### config.mk
export PLATFORM = sky130hd
export DESIGN_NAME = charger_presence_debouncer
export DESIGN_NICKNAME = d
export VERILOG_FILES = /design/src/cpd_pkg.sv /design/src/charger_presence_debouncer.sv
export SDC_FILE = /design/constraint.sdc
export NUM_CORES = 1
export LEC_CHECK = 0
export ABC_AREA = 1
export BUFFER_PORTS_ARGS = -buffer_cell sky130_fd_sc_hd__buf_4
export CAP_MARGIN = 20
export CORE_MARGIN = 2
export CORE_UTILIZATION = 45
export CTS_CLUSTER_DIAMETER = 80
export DETAILED_ROUTE_END_ITERATION = 8
export SLEW_MARGIN = 40
export SYNTH_ARGS = -nofsm -noshare
export SYNTH_HDL_FRONTEND = slang
export SYNTH_SLANG_ARGS = --single-unit
export TNS_END_PERCENT = 100
### constraint.sdc
create_clock -name clk -period 5.7 [get_ports clk]
set_input_delay 0 -clock clk [delete_from_list [all_inputs] [get_ports clk]]
set_output_delay 0 -clock clk [all_outputs]
set_load 0.1 [all_outputs]
### src/cpd_pkg.sv
// Types and constants of the charger presence debouncer.
// Used by the top level and its checker; depends on nothing.
package cpd_pkg;

  localparam int CURRENT_BITS = 24;
  localparam int ELAPSED_BITS = 16;
  localparam int THR_BITS     = 23;
  localparam int CFG_DATA_BITS = 24;
  localparam int CFG_INDEX_BITS = 3;

  // Register indexes of the configuration port
  typedef enum logic [CFG_INDEX_BITS-1:0] {
    CFG_IDLE_DEADBAND   = 3'd0,
    CFG_ENTER_THRESHOLD = 3'd1,
    CFG_EXIT_THRESHOLD  = 3'd2,
    CFG_NEG_CHARGING    = 3'd3,
    CFG_DEBOUNCE_TIME   = 3'd4,
    CFG_HOLD_TIME       = 3'd5
  } cfg_index_t;

  // Reset values of the registers
  localparam logic [THR_BITS-1:0]      RST_IDLE_DEADBAND   = 23'd50;
  localparam logic [THR_BITS-1:0]      RST_ENTER_THRESHOLD = 23'd200;
  localparam logic [THR_BITS-1:0]      RST_EXIT_THRESHOLD  = 23'd100;
  localparam logic                     RST_NEG_CHARGING    = 1'b0;
  localparam logic [CFG_DATA_BITS-1:0] RST_DEBOUNCE_TIME   = 24'd500;
  localparam logic [CFG_DATA_BITS-1:0] RST_HOLD_TIME       = 24'd2000;

  typedef struct packed {
    logic signed [CURRENT_BITS-1:0] current_ma;
    logic [ELAPSED_BITS-1:0]        elapsed_ms;
  } cpd_in_t;

  typedef struct packed {
    logic charger_present;
    logic changed;
  } cpd_out_t;

endpackage

### src/charger_presence_debouncer.sv
// Charger presence debouncer: top level.
// Depends on cpd_pkg for the payload types, register indexes and reset values.
//
// Turns a stream of signed pack current samples, each with the milliseconds
// elapsed since the previous one, into a debounced charger presence flag.
// Every accepted sample yields exactly one result transaction carrying the
// flag after that sample and a changed bit that is set when this sample
// flipped it. The block takes one sample per clock cycle while the result
// is not stalled; a sample passes through the input register and then the
// result register, and its result is on the result port once the result
// register holds it. The one-per-cycle rate is set by the state update loop:
// the since-flip add, the active timer's saturating add and the debounce
// and hold compares are combinational, so the next sample always sees the
// state the previous one left. A stalled result holds the block, and the
// stall reaches the input side once the input register is also full.
// Currents at or below the idle deadband in magnitude count as idle. While
// absent, a charging current of at least the enter threshold runs the enter
// timer; while present, a current below the exit threshold (or idle) runs
// the exit timer. The flag flips when the running timer reaches the
// debounce time and the hold time after the last flip (or after reset) has
// passed. Timers saturate at 2^TIMER_BITS - 1, so a hold time beyond that
// blocks every flip. Configuration writes are always taken (ready is tied
// high) and must only be issued while no sample is in flight; writes to
// unknown indexes are dropped.
module charger_presence_debouncer
  import cpd_pkg::*;
#(
  parameter int TIMER_BITS = 24
) (
  input  logic                      clk,
  input  logic                      rst,
  // sample channel
  input  logic                      in_valid,
  output logic                      in_stall,
  input  cpd_in_t                   in_data,
  // result channel
  output logic                      out_valid,
  input  logic                      out_stall,
  output cpd_out_t                  out_data,
  // configuration write channel
  input  logic                      cfg_valid,
  output logic                      cfg_ready,
  input  logic [CFG_INDEX_BITS-1:0] cfg_index,
  input  logic [CFG_DATA_BITS-1:0]  cfg_data
);

  // Width that holds both a timer and a 24-bit time register
  localparam int CMP_BITS = (TIMER_BITS > CFG_DATA_BITS) ? TIMER_BITS : CFG_DATA_BITS;
  localparam logic [TIMER_BITS-1:0] TIMER_MAX = '1;

  // Configuration registers
  logic [THR_BITS-1:0]      deadband_limit_ma;
  logic [THR_BITS-1:0]      enter_threshold_ma;
  logic [THR_BITS-1:0]      exit_threshold_ma;
  logic                     negative_is_charging;
  logic [CFG_DATA_BITS-1:0] debounce_time_ms;
  logic [CFG_DATA_BITS-1:0] hold_time_ms;

  // Filter state
  logic                  present_flag;
  logic                  enter_timing;
  logic [TIMER_BITS-1:0] enter_elapsed;
  logic                  exit_timing;
  logic [TIMER_BITS-1:0] exit_elapsed;
  logic [TIMER_BITS-1:0] since_flip;

  // Input register
  logic    in_full;
  cpd_in_t in_item;

  // Handshake control
  logic advance;
  logic fire;

  // Per-sample datapath
  logic [CURRENT_BITS-1:0]        cur_u;
  logic [CURRENT_BITS-1:0]        cur_mag;
  logic signed [CURRENT_BITS:0]   cur_ext;
  logic signed [CURRENT_BITS:0]   enter_pos;
  logic signed [CURRENT_BITS:0]   enter_neg;
  logic signed [CURRENT_BITS:0]   exit_pos;
  logic signed [CURRENT_BITS:0]   exit_neg;
  logic                           idle;
  logic                           want_enter;
  logic                           want_exit;
  logic [TIMER_BITS-1:0]          dt;
  logic [TIMER_BITS:0]            since_sum;
  logic [TIMER_BITS-1:0]          since_next;
  logic                           hold;
  logic                           cond;
  logic                           act_timing;
  logic [TIMER_BITS-1:0]          act_elapsed;
  logic [TIMER_BITS:0]            act_sum;
  logic [TIMER_BITS-1:0]          act_next;
  logic                           flip;

  // Configuration port never stalls
  assign cfg_ready = 1'b1;

  always_ff @(posedge clk) begin
    if (rst) begin
      deadband_limit_ma    <= RST_IDLE_DEADBAND;
      enter_threshold_ma   <= RST_ENTER_THRESHOLD;
      exit_threshold_ma    <= RST_EXIT_THRESHOLD;
      negative_is_charging <= RST_NEG_CHARGING;
      debounce_time_ms     <= RST_DEBOUNCE_TIME;
      hold_time_ms         <= RST_HOLD_TIME;
    end else if (cfg_valid) begin
      case (cfg_index)
        CFG_IDLE_DEADBAND:   deadband_limit_ma    <= cfg_data[THR_BITS-1:0];
        CFG_ENTER_THRESHOLD: enter_threshold_ma   <= cfg_data[THR_BITS-1:0];
        CFG_EXIT_THRESHOLD:  exit_threshold_ma    <= cfg_data[THR_BITS-1:0];
        CFG_NEG_CHARGING:    negative_is_charging <= cfg_data[0];
        CFG_DEBOUNCE_TIME:   debounce_time_ms     <= cfg_data;
        CFG_HOLD_TIME:       hold_time_ms         <= cfg_data;
        default: ;  // drop writes to unknown indexes
      endcase
    end
  end

  // Advance the sample out of the input register whenever the result
  // register is empty or is being drained this cycle.
  assign advance  = !out_valid || !out_stall;
  assign fire     = in_full && advance;
  assign in_stall = in_full && !advance;

  always_ff @(posedge clk) begin
    if (rst) begin
      in_full <= 1'b0;
    end else if (!in_stall) begin
      in_full <= in_valid;
    end
  end

  always_ff @(posedge clk) begin
    if (in_valid && !in_stall) begin
      in_item <= in_data;
    end
  end

  // Classify the current: magnitude for the deadband, signed compares
  // against the thresholds with the charging polarity applied.
  always_comb begin
    cur_u     = in_item.current_ma;
    cur_mag   = cur_u[CURRENT_BITS-1] ? (~cur_u + 1'b1) : cur_u;
    cur_ext   = {in_item.current_ma[CURRENT_BITS-1], in_item.current_ma};
    enter_pos = signed'((CURRENT_BITS + 1)'(enter_threshold_ma));
    exit_pos  = signed'((CURRENT_BITS + 1)'(exit_threshold_ma));
    enter_neg = -enter_pos;
    exit_neg  = -exit_pos;
    idle      = cur_mag <= CURRENT_BITS'(deadband_limit_ma);
    if (negative_is_charging) begin
      want_enter = !idle && (cur_ext <= enter_neg);
      want_exit  = idle || (cur_ext > exit_neg);
    end else begin
      want_enter = !idle && (cur_ext >= enter_pos);
      want_exit  = idle || (cur_ext < exit_pos);
    end
  end

  // Advance the timers, check hold and debounce, decide the flip.
  always_comb begin
    dt         = TIMER_BITS'(in_item.elapsed_ms);
    since_sum  = {1'b0, since_flip} + {1'b0, dt};
    since_next = since_sum[TIMER_BITS] ? TIMER_MAX : since_sum[TIMER_BITS-1:0];
    hold       = CMP_BITS'(since_next) < CMP_BITS'(hold_time_ms);

    cond        = present_flag ? want_exit : want_enter;
    act_timing  = present_flag ? exit_timing : enter_timing;
    act_elapsed = present_flag ? exit_elapsed : enter_elapsed;
    act_sum     = {1'b0, act_elapsed} + {1'b0, dt};
    if (!cond || !act_timing) begin
      act_next = '0;  // start fresh, or drop a broken condition
    end else begin
      act_next = act_sum[TIMER_BITS] ? TIMER_MAX : act_sum[TIMER_BITS-1:0];
    end
    flip = cond && !hold && (CMP_BITS'(act_next) >= CMP_BITS'(debounce_time_ms));
  end

  always_ff @(posedge clk) begin
    if (rst) begin
      present_flag  <= 1'b0;
      enter_timing  <= 1'b0;
      enter_elapsed <= '0;
      exit_timing   <= 1'b0;
      exit_elapsed  <= '0;
      since_flip    <= '0;
    end else if (fire) begin
      present_flag <= present_flag ^ flip;
      since_flip   <= flip ? '0 : since_next;
      if (!present_flag) begin
        enter_timing  <= cond;
        enter_elapsed <= act_next;
        if (flip) begin
          exit_timing  <= 1'b0;
          exit_elapsed <= '0;
        end
      end else begin
        exit_timing  <= cond;
        exit_elapsed <= act_next;
        if (flip) begin
          enter_timing  <= 1'b0;
          enter_elapsed <= '0;
        end
      end
    end
  end

  // Result register: load on fire, drop once the transaction is taken.
  always_ff @(posedge clk) begin
    if (rst) begin
      out_valid <= 1'b0;
    end else if (fire) begin
      out_valid <= 1'b1;
    end else if (!out_stall) begin
      out_valid <= 1'b0;
    end
  end

  always_ff @(posedge clk) begin
    if (fire) begin
      out_data.charger_present <= present_flag ^ flip;
      out_data.changed         <= flip;
    end
  end

endmodule

==> impl_metrics.yaml, run 1 <==
outcome:
  outcome: "finished, violations left"
  violations: "negative setup slack"
setup_path:
  crit_path_frequent_cell: "buf_4"
  cp-end-kind: "flop"
  slowest_delay_ns: 0.33
  crit_path_start_kind: "flop"
  critPathArrivalTime_ns: 6.45
  path_max_fanout: 12
  cp_data_required_time_ns: 6.19
  rrSetupSlack_ns: -0.27
  slowest_stage: "dfxtp_2"
  path_class: "reg2reg"
synth:
  syn_inst: 2316
  synth_async_sr_flop_share_pct: 0
  synth_ff_type: "dfxtp_1"
  synth.most_common_cell: "nand2_1"
  synth_area_per_cell_sq_um: 7.07
  synthDistinctLibCells: 45
  yosys_warnings: 0
  ys_seq_area_share_pct: 31.5
  synth_edf_count: 42
  syn_nets: 2591
  netlist_area_sq_um: 16400
  yosys.area.top_type_share_pct: 23.8
  ys_top_cells_by_count: "nand2_1, inv_1, a21oi_1, ha_1, dfxtp_1"
  yosysTopAreaCell: "dfxtp_1"
  ys_ff_latch: 237
  ys_top_cells_by_area: "dfxtp_1, ha_1, nand2_1"
routing:
  num_vias: 16149
  m1WireLength_um: 22900
  first_pass_iters: 5
  viasPerCell: 5.27
  drcViolationCount: 0
  drt-initial-drc-count: 926
  ant_nets: 0
  wl_met3_um: 2350
  totalWireLength_um: 51600
  top_layer: "met5"
  routed-wl-met2_um: 24100
  avgRoutedWirePerCell_um: 16.9
floorplan:
  initial_core_util_pct: 45.8
  die_x_um: 195
  rows: 69
  design.core.area_sq_um: 35700
  num_io_pins: 77
  die_area_sq_um: 37900
  die_h_um: 195
timing:
  hold_viol_final: 0
  worstMarginPinSlew_ns: 0.848
  setup_viol: 50
  slew_viol_final: 0
  max_freq_mhz: 168
  finalCriticalPeriod_ns: 5.97
  rsz0062_at_grt: "yes"
  fin_ws_ns: -0.266
  period_share_pct: 105
  slew_headroom_pct: 43.4
  tns_ns: -11.10
  fin_skew_ns: 0.0134
cts:
  cts_max_level: 1
  cts_buffers: 29
  cts_tree: "built"
  cts_root_buf: "clkbuf_16"
  clock_tree.buffer_depth: 3
  clk_pin_slew_ns: 0.06
  cts.sinks: 237
  clkLatencyLatePin_ns: 0.57
cells_and_area:
  final-instance-count-excl-fill: 3063
  drive_gt1_share_pct: 15.6
  final_nets: 2855
  fin_util_pct: 58.0
  areaGrowthSynthToFinish_pct: 26.6
grt:
  grt_max_degree: 121
  antenna_found_initial: 1
  overflow: 0
  grtUsageTotal_pct: 26.7
  grt_pass1_vias: 15762
  grt_pass1_wl_um: 81000
power_and_ir_drop:
  power_density_nw_per_um2: 230
  ir_drop_mv: 0.224
  leakagePower_nw: 9.64
run:
  cap_violations: 0
placement:
  dp_hpwl_um: 37400
  globalplace.congestion: 0.943
  portBuffers: 75
  dp.cells: 2889
min_path:
  min_path_type: "in2reg"
==> power by group <==
group | total, mW | internal [mW] | switching (mW)
clock network | 2.03 | 1.27 | 0.760
logic | 0.928 | 0.368 | 0.560
registers | 1.81 | 1.77 | 0.0469
total | 4.77 | 3.40 | 1.37
==> per-stage QoR <==
step	instance area (sq um)	hold WS [ns]	setup slack (ns)	power (mW)
3_3_place_gp	18100	0.178	-0.504	2.65
5_1_grt	20700	0.136	-0.663	4.98
4_1_cts	20600	0.116	-0.151	4.79
2_1_floorplan	16500	0.0989	0.0119	2.37
3_5_place_dp	18100	0.179	-0.660	2.67
6_report	20700	0.146	-0.266	4.77
==> routing by layer <==
layer / vias to the layer above / GRT usage [%]
li1: 8211 / -
met1: 7455 / 33.6
met2: 377 / 46.1
met3: 104 / 3.44
met4: 2 / 11.1
met5: - / 0
==> state kept, by name, summed over array words and instances (netlist names), 16 cells and up <==
name                flops
cur_u                  24
debounce_time_ms       24
enter_elapsed          24
exit_elapsed           24
hold_time_ms           24
since_flip             24
deadband_limit_ma      23
enter_threshold_ma     23
exit_threshold_ma      23
dt                     16
==> timing repair <==
action	4_1_cts	5_1_grt
hold buffers	78	0
resized for setup	92	27
pin swaps	54	15
endpoints found under the setup margin	77	77
cloned	2	1
buffers inserted	34	8
endpoints found under the hold margin	160	0
==> layout by cell type, fill, tap and decap left out, types with 6 or more instances in the layout <==
cell / synthesis / layout
nand2_1: 517 / 503
inv_1: 300 / 288
a21oi_1: 292 / 279
buf_4: 2 / 219
ha_1: 201 / 195
dfxtp_1: 195 / 191
o21ai_0: 165 / 156
nor2_1: 167 / 154
nand3_1: 127 / 117
dlygate4sd3_1: 0 / 78
xor2_1: 59 / 59
edfxtp_1: 42 / 42
clkbuf_16: 0 / 30
o211ai_1: 23 / 23
or2_2: 23 / 22
nand4_1: 18 / 18
nand2_2: 3 / 14
inv_2: 5 / 14
a21oi_2: 0 / 13
nor3_1: 19 / 13
a21o_1: 12 / 12
a31oi_1: 16 / 11
o21ai_1: 1 / 10
nand3_2: 0 / 10
nor2_2: 2 / 8
buf_6: 4 / 8
o21a_1: 7 / 7
nor2_4: 0 / 7
xnor2_1: 7 / 7
nor3_2: 3 / 6
bufinv_16: 0 / 6
==> final timing paths <==
kind,startpoint,cells after the start,end
max,exit_threshold_ma[1]$_SDFFE_PP0P_,44,exit_elapsed[14]$_SDFFE_PP0P_
min,in_data[8],2,dt[8]$_DFFE_PP_
max reg2reg,exit_threshold_ma[1]$_SDFFE_PP0P_,44,exit_elapsed[14]$_SDFFE_PP0P_
min reg2reg,exit_elapsed[21]$_SDFFE_PP0P_,2,exit_elapsed[21]$_SDFFE_PP0P_
==> worst max-delay path, delay by kind of cell (launching register included) <==
kind	cells	cell delay (ns)
buffers and inverters	14	1.71
adders and majority gates	3	0.68
xor gates and xnor gates	1	0.15
AOI/OAI and AO/OA	2	0.28
DFF	1	0.33
and+or+nand+nor	24	2.72
==> cell type report <==
| cell class | instances | area, sq um |
|---|---|---|
| Fill cell | 3376 | 15000 |
| Multi-Input combinational cell | 1696 | 10200 |
| Sequential cell | 237 | 5170 |
| Timing Repair Buffer | 311 | 2640 |
| Inverter | 305 | 1150 |
| Clock buffer | 39 | 813 |
| Tap cell | 461 | 577 |
| Clock inverter | 13 | 231 |
| Antenna cell | 1 | 2.50 |
==> kinds of logic (layout without fill, tap and decap cells) <==
logic type	after synthesis	after routing	synth area share (%)
AOI/OAI and AO/OA	529	529	17.2
xor gates and xnor gates	66	66	3.53
adders and majority gates	203	203	15.6
buffers and inverters	383	668	9.11
DFF	237	237	31.5
muxes	1	1	0.0611
other	1	2	0.0229
and+or+nand+nor	896	896	23.0
Power figures use the tool's default switching activity.
==> run 2: changes to the inputs <==
- MAX_ROUTING_LAYER: default -> met4
==> run 2 against run 1 <==
The flow still finishes with violations (negative setup slack); worst hold slack got worse by 0.011 ns; clock-buffer cell count did not move; sequential share of layout area barely moved; clock skew rose by 0.0056 ns; design area fell by 0.21%; final cell count fell by 0.42%; global-route usage rose by 0.98 points; critical path depth fell by 1; die area did not move; flip-flop and latch count did not move; via count fell by 0.79%; clock power fell by 2%; critical path type unchanged; largest power group unchanged.
==> impl_metrics.yaml, run 2 (same netlist as run 1, synthesis figures left out) <==
setup_path:
  reg2reg_depth: 43
  rrSetupSlack_ns: -0.18
  cp_data_required_time_ns: 6.20
  path_buf_inv: 8
  path_class: "reg2reg"
  path_delay_family: "simple AND/OR/NAND/NOR gates"
  crit_path_frequent_cell: "nor2_1"
  slowest_delay_ns: 0.38
  crit_path_start_kind: "flop"
  r2r_start: "cur_u[1]$_DFFE_PP_"
  slowest_stage: "edfxtp_1"
  rr_endpoint: "enter_elapsed[11]$_SDFFE_PP0P_"
  cp-end-kind: "flop"
  critPathArrivalTime_ns: 6.38
  path_max_fanout: 6
  path_depth: 43
routing:
  viasPerCell: 5.25
  drcViolationCount: 0
  first_pass_iters: 5
  drt-initial-drc-count: 964
  num_vias: 16022
  totalWireLength_um: 51900
  ant_nets: 0
  avgRoutedWirePerCell_um: 17.0
timing:
  tns_ns: -4.87
  hold_ws_ns: 0.135
  worstMarginPinSlew_ns: 0.721
  period_share_pct: 103
  slew_headroom_pct: 51.4
  setup_viol: 48
  finalCriticalPeriod_ns: 5.88
  rsz0062_at_grt: "yes"
  fin_skew_ns: 0.0190
  hold_viol_final: 0
  fin_ws_ns: -0.176
  slew_viol_final: 0
  max_freq_mhz: 170
cts:
  clock_tree.buffer_depth: 3
  cts_tree: "built"
  clkLatencyLatePin_ns: 0.59
  cts_buffers: 30
  clk_pin_slew_ns: 0.06
  cts_max_level: 1
  cts.sinks: 237
  cts_root_buf: "clkbuf_16"
floorplan:
  num_io_pins: 77
  die_x_um: 195
  design.core.area_sq_um: 35700
  die_area_sq_um: 37900
  rows: 69
  initial_core_util_pct: 45.8
  die_h_um: 195
cells_and_area:
  multiInputGateArea_sq_um: 10200
  areaGrowthSynthToFinish_pct: 26.3
  fill_cells: 3335
  drive_gt1_share_pct: 15.3
  layout_commonest_cell: "nand2_1"
  final_nets: 2838
  final_cell_area_sq_um: 20700
  final-seq-area_sq_um: 5170
  final_cell_mix: "nand2_1, inv_1, a21oi_1"
  fin_util_pct: 57.9
grt:
  overflow: 0
  grt_max_degree: 99
  grt_pass1_vias: 15349
  use_met2_pct: 46.3
  busiest_layer: "met2"
  grtUsageTotal_pct: 27.7
  antenna_found_initial: 1
  met3_usage_pct: 3.19
  grtUsageMet1_pct: 34.3
  grt_pass1_wl_um: 81200
placement:
  dp_hpwl_um: 37600
  globalplace.congestion: 0.939
  portBuffers: 75
  dpl_cell_area_sq_um: 18100
power_and_ir_drop:
  ir_drop_mv: 0.245
  power_density_nw_per_um2: 229
  leakagePower_nw: 9.61
  report.power.total_mw: 4.74
outcome:
  outcome: "finished, violations left"
  violations: "negative setup slack"
run:
  cap_violations: 0
min_path:
  min_to: "cur_u[18]$_DFFE_PP_"
  min_from: "in_data[34]"
  min_path_cells: 2
  min_path_type: "in2reg"
run 2: power breakdown:
part	switching (mW)	leakage (nW)	internal [mW]
logic	0.562	7.09	0.369
registers	0.0473	1.99	1.77
clock network	0.793	0.524	1.20
run 2: layout make-up:
| class | instances | share of cell area [%] |
|---|---|---|
| flip-flops and latches | 237 | 25.0 |
| diodes | 2 | 0.0242 |
| inverters | 305 | 5.54 |
| clock inverters | 17 | 0.725 |
| multi-input cells | 1696 | 49.2 |
| well taps | 461 | 2.79 |
| repair buffers | 293 | 12.4 |
| clock buffers | 39 | 4.34 |
run 2: what timing repair did:
action | 4_1_cts | 5_1_grt
endpoints found under the hold margin | 198 | 0
hold buffers | 86 | 0
gates resized for setup | 47 | 75
pin swaps | 17 | 29
endpoints found under the setup margin | 62 | 77
gates cloned | 3 | 1
setup buffers | 8 | 11
run 2: worst max-delay path by stage:
stage	to	slack, ns	from
2_1_floorplan	enter_elapsed[11]$_SDFFE_PP0P_	0.01	exit_threshold_ma[1]$_SDFFE_PP0P_
3_3_place_gp	enter_elapsed[11]$_SDFFE_PP0P_	-0.35	exit_threshold_ma[0]$_SDFFE_PP0P_
3_5_place_dp	enter_elapsed[11]$_SDFFE_PP0P_	-0.49	exit_threshold_ma[0]$_SDFFE_PP0P_
4_1_cts	enter_elapsed[8]$_SDFFE_PP0P_	-0.17	exit_threshold_ma[0]$_SDFFE_PP0P_
5_1_grt	enter_elapsed[2]$_SDFFE_PP0P_	-0.63	exit_threshold_ma[1]$_SDFFE_PP0P_
6_report	enter_elapsed[11]$_SDFFE_PP0P_	-0.18	cur_u[1]$_DFFE_PP_
run 2: through the flow:
stage | worst slack, ns | instances
final | -0.176 | 3050
after global routing | -0.632 | 3049
after CTS | -0.168 | 3037
after floorplan | 0.0119 | 2316
after detailed placement | -0.486 | 2884
after global placement | -0.351 | 2884
run 2: routing by layer:
metal	up-vias	wire length (um)	part of all wire, %
met5	-	0	0
met4	0	2290	4.4
met3	106	2040	3.9
met2	294	24400	47
met1	7439	23200	45
li1	8183	-	-
